==> src/design/ole_pkg.sv <==
package ole_pkg;

    // Store geometry
    localparam int DEPTH  = 32;
    localparam int IDX_W  = $clog2(DEPTH);
    localparam int CNT_W  = $clog2(DEPTH + 1);
    localparam int DATA_W = 32;
    localparam int OP_W   = 4;
    localparam int ST_W   = 2;
    localparam int LEN_W  = 6;

    typedef enum logic [OP_W-1:0] {
        OP_INS_FRONT  = 4'd0,
        OP_INS_END    = 4'd1,
        OP_INS_BEFORE = 4'd2,
        OP_INS_AFTER  = 4'd3,
        OP_DEL_FIRST  = 4'd4,
        OP_DEL_LAST   = 4'd5,
        OP_DEL_KEY    = 4'd6,
        OP_CLEAR      = 4'd7,
        OP_SORT       = 4'd8,
        OP_DUMP       = 4'd9
    } t_opcode;

    typedef enum logic [ST_W-1:0] {
        ST_OK    = 2'd0,
        ST_FULL  = 2'd1,
        ST_EMPTY = 2'd2,
        ST_NOKEY = 2'd3
    } t_status;

    typedef enum logic [3:0] {
        S_IDLE,
        S_FND_RD,
        S_FND_CHK,
        S_SHR_RD,
        S_SHR_WR,
        S_PUT,
        S_SHL_RD,
        S_SHL_WR,
        S_SRT_A,
        S_SRT_AL,
        S_SRT_B,
        S_SRT_C,
        S_SRT_WI,
        S_DUMP_RD,
        S_DUMP_OUT,
        S_DONE
    } t_state;

    // Request from the sequencer to the element RAM
    typedef struct packed {
        logic              we;
        logic [IDX_W-1:0]  waddr;
        logic [DATA_W-1:0] wdata;
        logic [IDX_W-1:0]  raddr;
    } t_ram_req;

endpackage

==> src/design/ole_if.sv <==
// Command channel: one list operation per item
interface ole_cmd_if;
    logic                                valid;
    logic                                ready;
    logic [ole_pkg::OP_W-1:0]            opcode;
    logic signed [ole_pkg::DATA_W-1:0]   new_value;
    logic signed [ole_pkg::DATA_W-1:0]   match_key;

    modport source (output valid, opcode, new_value, match_key, input ready);
    modport sink   (input valid, opcode, new_value, match_key, output ready);
endinterface

// Result channel: status or dumped element per item
interface ole_res_if;
    logic                                valid;
    logic                                ready;
    logic [ole_pkg::ST_W-1:0]            status;
    logic signed [ole_pkg::DATA_W-1:0]   item_value;
    logic [ole_pkg::LEN_W-1:0]           list_length;
    logic                                last_of_run;

    modport source (output valid, status, item_value, list_length, last_of_run, input ready);
    modport sink   (input valid, status, item_value, list_length, last_of_run, output ready);
endinterface

==> src/design/ole_ram.sv <==
module ole_ram (
    input  logic                          i_clk,
    input  ole_pkg::t_ram_req             i_req,
    output logic [ole_pkg::DATA_W-1:0]    o_rdata
);

    logic [ole_pkg::DATA_W-1:0] mem [ole_pkg::DEPTH];
    logic [ole_pkg::DATA_W-1:0] r_rdata;

    // Write one entry, read one entry with registered data
    always_ff @(posedge i_clk) begin
        if (i_req.we) begin
            mem[i_req.waddr] <= i_req.wdata;
        end
        r_rdata <= mem[i_req.raddr];
    end

    assign o_rdata = r_rdata;

endmodule

==> src/design/ole_ctrl.sv <==
module ole_ctrl (
    input  logic                          i_clk,
    input  logic                          i_rst_n,
    ole_cmd_if.sink                       i_cmd,
    ole_res_if.source                     o_res,
    output ole_pkg::t_ram_req             o_ram_req,
    input  logic [ole_pkg::DATA_W-1:0]    i_ram_rdata
);

    localparam int CNT_W = ole_pkg::CNT_W;
    localparam int IDX_W = ole_pkg::IDX_W;
    localparam int DW    = ole_pkg::DATA_W;

    ole_pkg::t_state     r_state,  n_state;
    logic [CNT_W-1:0]    r_count,  n_count;
    logic [CNT_W-1:0]    r_idx,    n_idx;
    logic [CNT_W-1:0]    r_j,      n_j;
    logic [CNT_W-1:0]    r_pos,    n_pos;
    logic [ole_pkg::OP_W-1:0] r_op, n_op;
    logic [DW-1:0]       r_val,    n_val;
    logic [DW-1:0]       r_a,      n_a;
    ole_pkg::t_status    r_status, n_status;

    // Output register
    logic                r_ovalid;
    ole_pkg::t_status    r_o_status;
    logic [DW-1:0]       r_o_item;
    logic [CNT_W-1:0]    r_o_len;
    logic                r_o_last;

    logic                out_load;
    logic                load_ok;
    ole_pkg::t_status    out_status;
    logic [DW-1:0]       out_item;
    logic                out_last;

    logic [CNT_W-1:0]    idx_inc, idx_dec, j_inc, cnt_dec;
    logic                cmp_eq, cmp_lt;
    ole_pkg::t_ram_req   ram_req;

    assign idx_inc = r_idx + CNT_W'(1);
    assign idx_dec = r_idx - CNT_W'(1);
    assign j_inc   = r_j + CNT_W'(1);
    assign cnt_dec = r_count - CNT_W'(1);

    // Shared compare unit: read data against the held operand
    assign cmp_eq = (i_ram_rdata == r_a);
    assign cmp_lt = ($signed(i_ram_rdata) < $signed(r_a));

    assign load_ok = !r_ovalid || o_res.ready;

    // Sequencer: next state, RAM requests and result loads
    always_comb begin
        n_state    = r_state;
        n_count    = r_count;
        n_idx      = r_idx;
        n_j        = r_j;
        n_pos      = r_pos;
        n_op       = r_op;
        n_val      = r_val;
        n_a        = r_a;
        n_status   = r_status;
        ram_req       = '0;
        ram_req.raddr = r_idx[IDX_W-1:0];
        out_load   = 1'b0;
        out_status = r_status;
        out_item   = '0;
        out_last   = 1'b1;

        case (r_state)
            ole_pkg::S_IDLE: begin
                if (i_cmd.valid) begin
                    n_status = ole_pkg::ST_OK;
                    n_op     = i_cmd.opcode;
                    n_val    = i_cmd.new_value;
                    n_a      = i_cmd.match_key;
                    n_idx    = '0;
                    n_state  = ole_pkg::S_DONE;
                    case (i_cmd.opcode)
                        ole_pkg::OP_INS_FRONT, ole_pkg::OP_INS_END: begin
                            if (r_count >= CNT_W'(ole_pkg::DEPTH)) begin
                                n_status = ole_pkg::ST_FULL;
                            end else begin
                                n_pos = (i_cmd.opcode == ole_pkg::OP_INS_FRONT) ? '0 : r_count;
                                n_idx = r_count;
                                n_state = (i_cmd.opcode == ole_pkg::OP_INS_FRONT &&
                                           r_count != '0) ? ole_pkg::S_SHR_RD : ole_pkg::S_PUT;
                            end
                        end
                        ole_pkg::OP_INS_BEFORE, ole_pkg::OP_INS_AFTER: begin
                            if (r_count >= CNT_W'(ole_pkg::DEPTH)) begin
                                n_status = ole_pkg::ST_FULL;
                            end else if (r_count == '0) begin
                                n_status = ole_pkg::ST_EMPTY;
                            end else begin
                                n_state = ole_pkg::S_FND_RD;
                            end
                        end
                        ole_pkg::OP_DEL_KEY: begin
                            if (r_count == '0) begin
                                n_status = ole_pkg::ST_EMPTY;
                            end else begin
                                n_state = ole_pkg::S_FND_RD;
                            end
                        end
                        ole_pkg::OP_DEL_FIRST, ole_pkg::OP_DEL_LAST: begin
                            if (r_count == '0) begin
                                n_status = ole_pkg::ST_EMPTY;
                            end else begin
                                n_count = cnt_dec;
                                n_idx   = (i_cmd.opcode == ole_pkg::OP_DEL_FIRST) ? '0 : cnt_dec;
                                if (i_cmd.opcode == ole_pkg::OP_DEL_FIRST &&
                                    cnt_dec != '0) begin
                                    n_state = ole_pkg::S_SHL_RD;
                                end
                            end
                        end
                        ole_pkg::OP_CLEAR: begin
                            n_count = '0;
                        end
                        ole_pkg::OP_SORT: begin
                            if (r_count != '0) begin
                                n_state = ole_pkg::S_SRT_A;
                            end
                        end
                        ole_pkg::OP_DUMP: begin
                            if (r_count == '0) begin
                                n_status = ole_pkg::ST_EMPTY;
                            end else begin
                                n_state = ole_pkg::S_DUMP_RD;
                            end
                        end
                        default: begin
                            n_status = ole_pkg::ST_OK;
                        end
                    endcase
                end
            end

            // Walk the list looking for the key
            ole_pkg::S_FND_RD: begin
                n_state = ole_pkg::S_FND_CHK;
            end
            ole_pkg::S_FND_CHK: begin
                if (cmp_eq) begin
                    case (r_op)
                        ole_pkg::OP_INS_BEFORE: begin
                            n_pos   = r_idx;
                            n_idx   = r_count;
                            n_state = ole_pkg::S_SHR_RD;
                        end
                        ole_pkg::OP_INS_AFTER: begin
                            n_pos   = idx_inc;
                            n_idx   = r_count;
                            n_state = (idx_inc != r_count) ? ole_pkg::S_SHR_RD
                                                           : ole_pkg::S_PUT;
                        end
                        default: begin
                            n_count = cnt_dec;
                            n_state = (r_idx < cnt_dec) ? ole_pkg::S_SHL_RD
                                                        : ole_pkg::S_DONE;
                        end
                    endcase
                end else if (idx_inc == r_count) begin
                    n_status = ole_pkg::ST_NOKEY;
                    n_state  = ole_pkg::S_DONE;
                end else begin
                    n_idx   = idx_inc;
                    n_state = ole_pkg::S_FND_RD;
                end
            end

            // Move entries up by one to open a slot at r_pos
            ole_pkg::S_SHR_RD: begin
                ram_req.raddr = idx_dec[IDX_W-1:0];
                n_state = ole_pkg::S_SHR_WR;
            end
            ole_pkg::S_SHR_WR: begin
                ram_req.we    = 1'b1;
                ram_req.waddr = r_idx[IDX_W-1:0];
                ram_req.wdata = i_ram_rdata;
                n_idx   = idx_dec;
                n_state = (idx_dec != r_pos) ? ole_pkg::S_SHR_RD : ole_pkg::S_PUT;
            end
            ole_pkg::S_PUT: begin
                ram_req.we    = 1'b1;
                ram_req.waddr = r_pos[IDX_W-1:0];
                ram_req.wdata = r_val;
                n_count = r_count + CNT_W'(1);
                n_state = ole_pkg::S_DONE;
            end

            // Move entries down by one to close the slot at r_idx
            ole_pkg::S_SHL_RD: begin
                ram_req.raddr = idx_inc[IDX_W-1:0];
                n_state = ole_pkg::S_SHL_WR;
            end
            ole_pkg::S_SHL_WR: begin
                ram_req.we    = 1'b1;
                ram_req.waddr = r_idx[IDX_W-1:0];
                ram_req.wdata = i_ram_rdata;
                n_idx   = idx_inc;
                n_state = (idx_inc < r_count) ? ole_pkg::S_SHL_RD : ole_pkg::S_DONE;
            end

            // Exchange sort: hold entry i in r_a, sweep j over the rest
            ole_pkg::S_SRT_A: begin
                n_state = ole_pkg::S_SRT_AL;
            end
            ole_pkg::S_SRT_AL: begin
                n_a     = i_ram_rdata;
                n_j     = idx_inc;
                n_state = (idx_inc < r_count) ? ole_pkg::S_SRT_B : ole_pkg::S_DONE;
            end
            ole_pkg::S_SRT_B: begin
                ram_req.raddr = r_j[IDX_W-1:0];
                n_state = ole_pkg::S_SRT_C;
            end
            ole_pkg::S_SRT_C: begin
                if (cmp_lt) begin
                    ram_req.we    = 1'b1;
                    ram_req.waddr = r_j[IDX_W-1:0];
                    ram_req.wdata = r_a;
                    n_a = i_ram_rdata;
                end
                n_j     = j_inc;
                n_state = (j_inc < r_count) ? ole_pkg::S_SRT_B : ole_pkg::S_SRT_WI;
            end
            ole_pkg::S_SRT_WI: begin
                ram_req.we    = 1'b1;
                ram_req.waddr = r_idx[IDX_W-1:0];
                ram_req.wdata = r_a;
                n_idx   = idx_inc;
                n_state = ole_pkg::S_SRT_A;
            end

            // Emit one item per element, front to back
            ole_pkg::S_DUMP_RD: begin
                n_state = ole_pkg::S_DUMP_OUT;
            end
            ole_pkg::S_DUMP_OUT: begin
                if (load_ok) begin
                    out_load   = 1'b1;
                    out_status = ole_pkg::ST_OK;
                    out_item   = i_ram_rdata;
                    out_last   = (idx_inc == r_count);
                    n_idx      = idx_inc;
                    n_state    = (idx_inc == r_count) ? ole_pkg::S_IDLE
                                                      : ole_pkg::S_DUMP_RD;
                end
            end

            // Emit the status item
            ole_pkg::S_DONE: begin
                if (load_ok) begin
                    out_load = 1'b1;
                    n_state  = ole_pkg::S_IDLE;
                end
            end

            default: begin
                n_state = ole_pkg::S_IDLE;
            end
        endcase
    end

    // State register
    always_ff @(posedge i_clk) begin
        if (!i_rst_n) begin
            r_state <= ole_pkg::S_IDLE;
            r_count <= '0;
        end else begin
            r_state <= n_state;
            r_count <= n_count;
        end
    end

    // Working registers
    always_ff @(posedge i_clk) begin
        r_idx    <= n_idx;
        r_j      <= n_j;
        r_pos    <= n_pos;
        r_op     <= n_op;
        r_val    <= n_val;
        r_a      <= n_a;
        r_status <= n_status;
    end

    // Output register: load a new item, drop it when taken
    always_ff @(posedge i_clk) begin
        if (!i_rst_n) begin
            r_ovalid <= 1'b0;
        end else if (out_load) begin
            r_ovalid <= 1'b1;
        end else if (o_res.ready) begin
            r_ovalid <= 1'b0;
        end
    end

    always_ff @(posedge i_clk) begin
        if (out_load) begin
            r_o_status <= out_status;
            r_o_item   <= out_item;
            r_o_len    <= n_count;
            r_o_last   <= out_last;
        end
    end

    assign i_cmd.ready       = (r_state == ole_pkg::S_IDLE);
    assign o_res.valid       = r_ovalid;
    assign o_res.status      = r_o_status;
    assign o_res.item_value  = r_o_item;
    assign o_res.list_length = ole_pkg::LEN_W'(r_o_len);
    assign o_res.last_of_run = r_o_last;
    assign o_ram_req         = ram_req;

    // Checks
    a_count_bound: assert property (@(posedge i_clk) disable iff (!i_rst_n)
        r_count <= CNT_W'(ole_pkg::DEPTH))
        else $error("element count above depth");

    a_clear: assert property (@(posedge i_clk) disable iff (!i_rst_n)
        (i_cmd.valid && i_cmd.ready && i_cmd.opcode == ole_pkg::OP_CLEAR) |=> (r_count == '0))
        else $error("clear did not empty the list");

    a_idle_no_write: assert property (@(posedge i_clk) disable iff (!i_rst_n)
        (r_state == ole_pkg::S_IDLE) |-> !ram_req.we)
        else $error("RAM write while idle");

    a_sort_len: assert property (@(posedge i_clk) disable iff (!i_rst_n)
        (r_state == ole_pkg::S_SRT_B || r_state == ole_pkg::S_SRT_C) |=> $stable(r_count))
        else $error("length changed during sort");

endmodule

==> src/design/ordered_list_engine.sv <==
// Ordered list engine: holds up to DEPTH (32) signed 32-bit elements in an
// element RAM with one write port and one registered read port, plus a
// length count. Each command item is worked by a small sequencer around one
// shared comparator, and the command side is not ready until the item's
// results are loaded. For a list of n elements: plain status operations go
// straight to the status item; a key search reads and checks each element
// visited; each element moved by an insert or delete costs one RAM read and
// one write, plus one write to place a new value; a dump reads and emits
// each element in turn; the exchange sort does one compare per RAM read.
// Results sit in an output register, so the engine moves on while the last
// item waits to be taken. Element RAM contents are undefined after reset;
// only data read from positions below the length is ever used.
module ordered_list_engine (
    input  logic         i_clk,
    input  logic         i_rst_n,
    ole_cmd_if.sink      i_cmd,
    ole_res_if.source    o_res
);

    ole_pkg::t_ram_req              ram_req;
    logic [ole_pkg::DATA_W-1:0]     ram_rdata;

    // Sequencer and compare unit
    ole_ctrl u_ctrl (
        .i_clk       (i_clk),
        .i_rst_n     (i_rst_n),
        .i_cmd       (i_cmd),
        .o_res       (o_res),
        .o_ram_req   (ram_req),
        .i_ram_rdata (ram_rdata)
    );

    // Element store
    ole_ram u_ram (
        .i_clk   (i_clk),
        .i_req   (ram_req),
        .o_rdata (ram_rdata)
    );

endmodule

==> src/flat_wrapper.sv <==
// flat-port wrapper written by rule: the top's interface ports become plain ports
module ordered_list_engine_flat 
  (i_clk, i_rst_n, i_cmd_valid, i_cmd_opcode, i_cmd_new_value, i_cmd_match_key, i_cmd_ready, o_res_valid, o_res_status, o_res_item_value, o_res_list_length, o_res_last_of_run, o_res_ready);
  ole_cmd_if i_cmd_i ();
  ole_res_if o_res_i ();
  input  logic i_clk;
  input  logic i_rst_n;
  input wire logic [$bits(i_cmd_i.valid)-1:0] i_cmd_valid;
  input wire logic [$bits(i_cmd_i.opcode)-1:0] i_cmd_opcode;
  input wire logic [$bits(i_cmd_i.new_value)-1:0] i_cmd_new_value;
  input wire logic [$bits(i_cmd_i.match_key)-1:0] i_cmd_match_key;
  output wire logic [$bits(i_cmd_i.ready)-1:0] i_cmd_ready;
  output wire logic [$bits(o_res_i.valid)-1:0] o_res_valid;
  output wire logic [$bits(o_res_i.status)-1:0] o_res_status;
  output wire logic [$bits(o_res_i.item_value)-1:0] o_res_item_value;
  output wire logic [$bits(o_res_i.list_length)-1:0] o_res_list_length;
  output wire logic [$bits(o_res_i.last_of_run)-1:0] o_res_last_of_run;
  input wire logic [$bits(o_res_i.ready)-1:0] o_res_ready;
  assign i_cmd_i.valid = i_cmd_valid;
  assign i_cmd_i.opcode = i_cmd_opcode;
  assign i_cmd_i.new_value = i_cmd_new_value;
  assign i_cmd_i.match_key = i_cmd_match_key;
  assign i_cmd_ready = i_cmd_i.ready;
  assign o_res_valid = o_res_i.valid;
  assign o_res_status = o_res_i.status;
  assign o_res_item_value = o_res_i.item_value;
  assign o_res_list_length = o_res_i.list_length;
  assign o_res_last_of_run = o_res_i.last_of_run;
  assign o_res_i.ready = o_res_ready;
  ordered_list_engine u_core (.i_clk(i_clk), .i_rst_n(i_rst_n), .i_cmd(i_cmd_i), .o_res(o_res_i));
endmodule
==> config.mk <==
export PLATFORM = sky130hd
export DESIGN_NAME = ordered_list_engine_flat
export DESIGN_NICKNAME = d
export VERILOG_FILES = /design/src/design/ole_pkg.sv /design/src/design/ole_if.sv /design/src/design/ole_ram.sv /design/src/design/ole_ctrl.sv /design/src/design/ordered_list_engine.sv /design/src/flat_wrapper.sv
export SDC_FILE = /design/constraint.sdc
export NUM_CORES = 2
export LEC_CHECK = 0
export BUFFER_PORTS_ARGS = -buffer_cell sky130_fd_sc_hd__clkbuf_2
export CAP_MARGIN = 20
export CORE_MARGIN = 2
export CORE_UTILIZATION = 30
export CTS_BUF_LIST = sky130_fd_sc_hd__clkbuf_16
export DETAILED_ROUTE_END_ITERATION = 6
export GPL_TIMING_DRIVEN = 0
export SLEW_MARGIN = 20
export SYNTH_ARGS = -nofsm -noshare
export SYNTH_HDL_FRONTEND = slang
export SYNTH_HIERARCHICAL = 1
export SYNTH_SLANG_ARGS = --single-unit
==> constraint.sdc <==
create_clock -name i_clk -period 6.7 [get_ports i_clk]
set_clock_uncertainty 0.1 [all_clocks]
set_input_delay 1.005 -clock i_clk [delete_from_list [all_inputs] [get_ports i_clk]]
set_output_delay 1.005 -clock i_clk [all_outputs]
set_load 0.005 [all_outputs]
# --- Word-level counts from Yosys, hierarchy flattened ---
# Memory sizes are Yosys's and may differ from the RTL's. A register that Yosys moved wholly into a read port is not among the register bits.
# Index checks and enable logic that the tools add are counted.
word_totals:
  register_bits: 140
  ramBits: 1024
  inputBits: 72
  output_inout_bits: 43
  word_cells: 165
  n_memories: 1
mem_list:
  columns: ["memory", "words", "word_bits", "rd", "rd_clocked_by_memory_dff", "wr", "line", "rtl"]
  rows:
  - ["u_core.u_ram.mem", 32, 32, 1, 1, 1, "ole_ram.sv:7", "logic [ole_pkg::DATA_W-1:0] mem [ole_pkg::DEPTH];"]
op_classes:
  addsub: 5
  magnitude_cmp: 5
  n_eq_ne: 42
  muxes: 69
  reduce_logical: 29
op_table:
  columns: ["op", "count"]
  rows:
  - ["$pmux W38 S4", 1]
  - ["$mux W6", 17]
  - ["$pmux W32 S3", 1]
  - ["$mux W32", 2]
  - ["$pmux W4 S16", 1]
  - ["$pmux W6 S2", 5]
  - ["$mux W4", 13]
  - ["$eq A4 B4 Y1 const B", 10]
  - ["$mux W38", 1]
  - ["$eq A32 B32 Y1", 1]
  - ["$eq A4 B3 Y1 const B", 8]
  - ["$lt A32 B32 Y1", 1]
  - ["$pmux W6 S5", 1]
  - ["$eq A4 B2 Y1 const B", 6]
  - ["$pmux W4 S6", 1]
  - ["$add A6 B1 Y6 const B", 3]
  - ["$lt A6 B6 Y1", 3]
  - ["$mux W3", 6]
  - ["$pmux W6 S3", 1]
  - ["$mux W2", 8]
  - ["$ne A2 B2 Y1 const B", 8]
  - ["$pmux W5 S3", 1]
  - ["$reduce_or A2 Y1", 7]
  - ["$ne A6 B6 Y1", 2]
  - ["26 further kinds", 42]

# --- Logic depth before layout (Yosys ltp) ---
depth:
  ltp_word: 8
  ltp_mapped: 15
  mapped_depth_nobuf: 11

# --- Cells and area by module ---
# The synthesis kept the hierarchy.
modules_own_cells:
  columns: ["module", "n_inst", "cells_per_inst", "area_each_um2", "seq_area_each_um2"]
  rows:
  - ["ole_ram", 1, 2260, 40492.6, 31390.1]
  - ["ole_ctrl", 1, 864, 8999.9, 4093.9]

# --- Least setup slack after synthesis ---
# No wires, ideal clock.
synth_path:
  kind: "reg2reg"
  start: "reg u_core.u_ctrl.r_a[27]"
  end: "mem u_core/u_ram/mem[28][0] in the netlist's numbering (enable)"
  setup_time_ns: 0.421
  t_arrival_ns: 4.168
  required_time_ns: 6.179
  slack_ns: 2.011
  path_stages_with_launch: 13
  path_buffers: 2
  synth_period_minus_slack_ns: 4.689
  path_cell_list: "edfxtp_1 -> inv_1 -> ha_1 -> nand4_1 -> or4_4 -> nand2b_1 -> o31ai_4 -> mux2i_1 -> buf_2 -> a22o_1 -> or3b_2 -> clkbuf_1 -> nor2_1"
synth_rtl:
  columns: ["element", "line", "rtl"]
  rows:
  - ["start: declaration", "ole_ctrl.sv:21", "logic [DW-1:0] r_a, n_a;"]
  - ["start signal: assignment", "ole_ctrl.sv:285", "r_a <= n_a;"]
  - ["end: declaration", "ole_ram.sv:7", null]

==> impl_metrics.py <==
metrics = {
    "power_and_ir_drop": {
        "finalPower_mw": 26.9,
        "p_sw_share_pct": 38.7,
        "p_leak_nw": 20.1,
        "vdd_drop_max_mv": 0.250,
        "switchingPower_mw": 10.4,
        "p_int_mw": 16.5,
        "power.density_nw_per_um2": 463,
        "seq_power_share_pct": 36.3,
        "p_clk_share_pct": 23.5,
        "combPwrFrac_pct": 40.2,
    },
    "critical_path": {
        "crit_fanout": 17,
        "r2r-start": "u_core/u_ram/o_rdata[31]",
        "ff2ff_path_depth": 11,
        "worst_setup_path_end_kind": "flop",
        "cp.required_ns": 7.01,
        "reg2reg_slack_ns": 1.12,
        "crit_slowest_cell": "nor2_4",
        "max_stage_delay_ns": 0.96,
        "cp-start-kind": "flop",
        "setup.worst_path.class": "reg2reg",
        "crit_arrival_ns": 5.89,
        "crit_chain": "ha_1 > a21oi_1 > o21ai_1 > a2111o_1 > o31ai_4 > mux2i_1 > buf_2 > a22o_1 > nand3_1 > nor2_4 > buf_16",
        "rr_endpoint": "u_core/u_ram/mem[7][17]",
    },
    "clock_network": {
        "cts_hold_buffers": 0,
        "post_cts_buffers": 0,
        "cts_tree": "yes",
        "cts_htree_levels": 3,
        "cts.sinks": 1196,
        "clk_pin_slew_ns": 0.06,
        "clk_latency_ns": 0.72,
        "cts_resized": 0,
        "clockBufferDepth": 3,
        "cts_root_buffer": "clkbuf_16",
        "cts_buffers": 120,
    },
    "logic_synthesis": {
        "yosys_warnings": 6,
        "synthFlopType": "edfxtp_1",
        "yosysSeqAreaShare_pct": 71.7,
        "synth_xor_area_share_pct": 0.531,
        "syn_avg_cell_area_um2": 15.8,
        "synth_compound_area_share_pct": 7.65,
        "synth_top_family_by_area": "multiplexers",
        "synth_cells": 3124,
        "synth_top_area_share_pct": 70.0,
        "syn-num-nets": 3251,
        "yosys.area.top_type": "edfxtp_1",
        "synth_enable_flop_cells": 1153,
        "synth_top_cells_by_area": "edfxtp_1, mux2i_1, a22o_1",
        "synth.mux.area_fraction_pct": 11.3,
        "synth-adder-area-share_pct": 1.39,
        "ys_types": 71,
        "syn-cell-area_um2": 49500,
        "ys_async_sr_fraction_pct": 0,
        "ys_seq_elements": 1196,
        "synth_simple_gate_area_share_pct": 5.05,
    },
    "die": {
        "rows": 149,
        "die_h_um": 410,
        "ios": 115,
        "start_util_pct": 30.1,
        "dieArea_um2": 168000,
        "die_width_um": 410,
        "core_um2": 164000,
    },
    "layout": {
        "drive_gt1_share_pct": 14.9,
        "seq_area_um2": 35500,
        "area_growth_pct": 17.2,
        "multi_input_area_um2": 13100,
        "nNetsFinal": 3537,
        "n_fill_cell": 15600,
    },
    "timing": {
        "fin_crit_ns": 5.58,
        "timing.fmax_mhz": 179,
        "setup_viol": 0,
        "worst_slack_ns": 1.12,
        "rsz0062_at_grt": "false",
        "slew_headroom_pct": 23.8,
        "worst-slew-pin-transition_ns": 1.13,
        "slew_viol_final": 0,
        "period_share_pct": 83.3,
        "hold_viol": 0,
    },
    "outcome": {
        "status": "complete, no violations",
    },
    "placed_design": {
        "place_congestion": 0.886,
        "pre_cts_slack_ns": 1.32,
        "portBuffers": 114,
        "hpwl_mm": 95.3,
    },
    "run": {
        "maxCapViolCount": 0,
    },
    "worst_hold_path": {
        "whs_path_depth": 1,
        "hold_path.startpoint": "i_cmd_new_value[22]",
        "hold_end": "u_core/u_ctrl/r_val[22]",
        "hold_path_class": "in2reg",
    },
    "global_route": {
        "grt_max_degree": 33,
        "grt_pass1_vias": 28300,
        "grt_pass1_wl_mm": 196,
        "antenna_found_initial": 7,
        "grt.overflow.total": 0,
        "track_usage_pct": 15.7,
    },
    "route": {
        "drt_pass1_iterations": 7,
        "vias_per_cell": 5.10,
        "drtAntennaViolNets": 0,
        "drt_iter0_drc": 2918,
        "avgRoutedWirePerCell_um": 23.9,
        "route.detailed.drc": 0,
        "num_vias": 29000,
        "drt-total-wl_mm": 136,
    },
}
-- layout make-up --
cell class / count / share of cell area [%]
sequential: 1196 / 61.2
multi-input combinational: 1695 / 22.6
clock buffer: 122 / 5.26
tap: 2189 / 4.72
timing repair buffer: 164 / 3.01
buffer: 176 / 1.69
clock inverter: 91 / 1.11
inverter: 57 / 0.369
antenna: 3 / 0.0129
-- per-layer routing --
layer	wire length [um]	vias to the layer above	part of all wire, %	GRT usage (%)
li1	-	12900	-	-
met1	58200	14800	43	21.3
met2	64700	1160	48	25.8
met3	8670	214	6.4	2.14
met4	4290	0	3.2	5.34
met5	0	-	0	0
-- flip-flops by register name (all words and copies together) (netlist names) --
register / cells
u_core/u_ctrl/o_res.item_value: 32
u_core/u_ctrl/o_res.last_of_run: 1
u_core/u_ctrl/o_res.list_length: 6
u_core/u_ctrl/o_res.status: 2
u_core/u_ctrl/o_res.valid: 1
u_core/u_ctrl/r_a: 32
u_core/u_ctrl/r_count: 6
u_core/u_ctrl/r_idx: 6
u_core/u_ctrl/r_j: 6
u_core/u_ctrl/r_op: 4
u_core/u_ctrl/r_pos: 6
u_core/u_ctrl/r_state: 4
u_core/u_ctrl/r_status: 2
u_core/u_ctrl/r_val: 32
u_core/u_ram/mem: 1024
u_core/u_ram/o_rdata: 32
-- placed cells by master (no fill, tap or decap), types with 37 or more instances in the layout --
| master | count |
|---|---|
| a22oi_1 | 100 |
| ha_1 | 55 |
| and2_1 | 38 |
| a22o_1 | 103 |
| inv_1 | 92 |
| mux2i_1 | 523 |
| clkbuf_16 | 122 |
| nand2_1 | 159 |
| dfxtp_1 | 43 |
| a21oi_1 | 139 |
| clkbuf_1 | 76 |
| nor3_1 | 43 |
| buf_2 | 37 |
| nor2_1 | 46 |
| clkbuf_2 | 115 |
| nand3_1 | 123 |
| o21ai_0 | 41 |
| a31oi_1 | 38 |
| edfxtp_1 | 1153 |
-- worst max-delay path, delay by kind of cell (launching register included) --
kind	cells	cell delay [ns]
mux	1	0.26
buf+inv	2	0.57
flops	1	0.56
fa+ha+maj	1	0.37
compound gates	5	1.63
simple gates	2	1.75
-- cell families (layout without fill, tap and decap cells) --
| logic type | count (synthesis) | after routing |
|---|---|---|
| flip-flops | 1196 | 1196 |
| multiplexers | 554 | 554 |
| AO/OA/AOI/OAI | 534 | 534 |
| AND/OR/NAND/NOR | 522 | 522 |
| buffers and inverters | 233 | 610 |
| adder cells (fa/ha/maj) | 55 | 55 |
| XOR/XNOR | 30 | 30 |
| other | 0 | 3 |
-- power by group through the flow --
stage               combinational [mW]  sequential (mW)  clock (mW)
finish                            10.8             9.76        6.31
detailed placement                10.7             9.91           0
global placement                  10.4             9.96           0
floorplan                         6.67             9.74           0
CTS                               10.7             9.76        6.44
global route                      11.5             9.79        6.73
-- cells in the mapped netlist (31+ instances only) --
library cell / n
inv_1: 56
a21oi_1: 139
dfxtp_1: 43
nand3_1: 123
o21ai_0: 41
edfxtp_1: 1153
and2_1: 38
buf_4: 34
mux2_2: 31
a31oi_1: 38
mux2i_1: 523
a221o_1: 36
buf_2: 36
clkbuf_1: 77
nor2_1: 79
ha_1: 55
a22o_1: 103
nand2_1: 159
a22oi_1: 100
nor3_1: 44
-- metrics by stage --
stage | area (um2) | utilization (%) | hold slack (ns) | TNS [ns] | cells
after global routing | 58000 | 35.3 | 0.337 | 0 | 5690
after global placement | 52800 | 32.1 | 0.416 | -160.64 | 5427
after CTS | 58000 | 35.3 | 0.327 | 0 | 5689
after floorplan | 49500 | - | 0.394 | 0 | 3124
after detailed placement | 54300 | 33.0 | 0.426 | 0 | 5476
final | 58000 | 35.3 | 0.375 | 0 | 5693
-- worst max path at each step --
stage,start,endpoint,slack (ns),cells after the start
floorplan,u_core/u_ctrl/r_a[27],u_core/u_ram/mem[28][0],2.01,12
global placement,u_core/u_ram/o_rdata[31],u_core/u_ram/mem[19][7],-0.61,10
detailed placement,u_core/u_ram/o_rdata[31],u_core/u_ram/mem[19][10],1.32,12
CTS,u_core/u_ram/o_rdata[31],u_core/u_ram/mem[19][17],1.28,12
global route,u_core/u_ram/o_rdata[31],u_core/u_ram/mem[6][17],1.06,11
finish,u_core/u_ram/o_rdata[31],u_core/u_ram/mem[7][17],1.12,11
No activity file was read; power rests on OpenSTA's default activity.
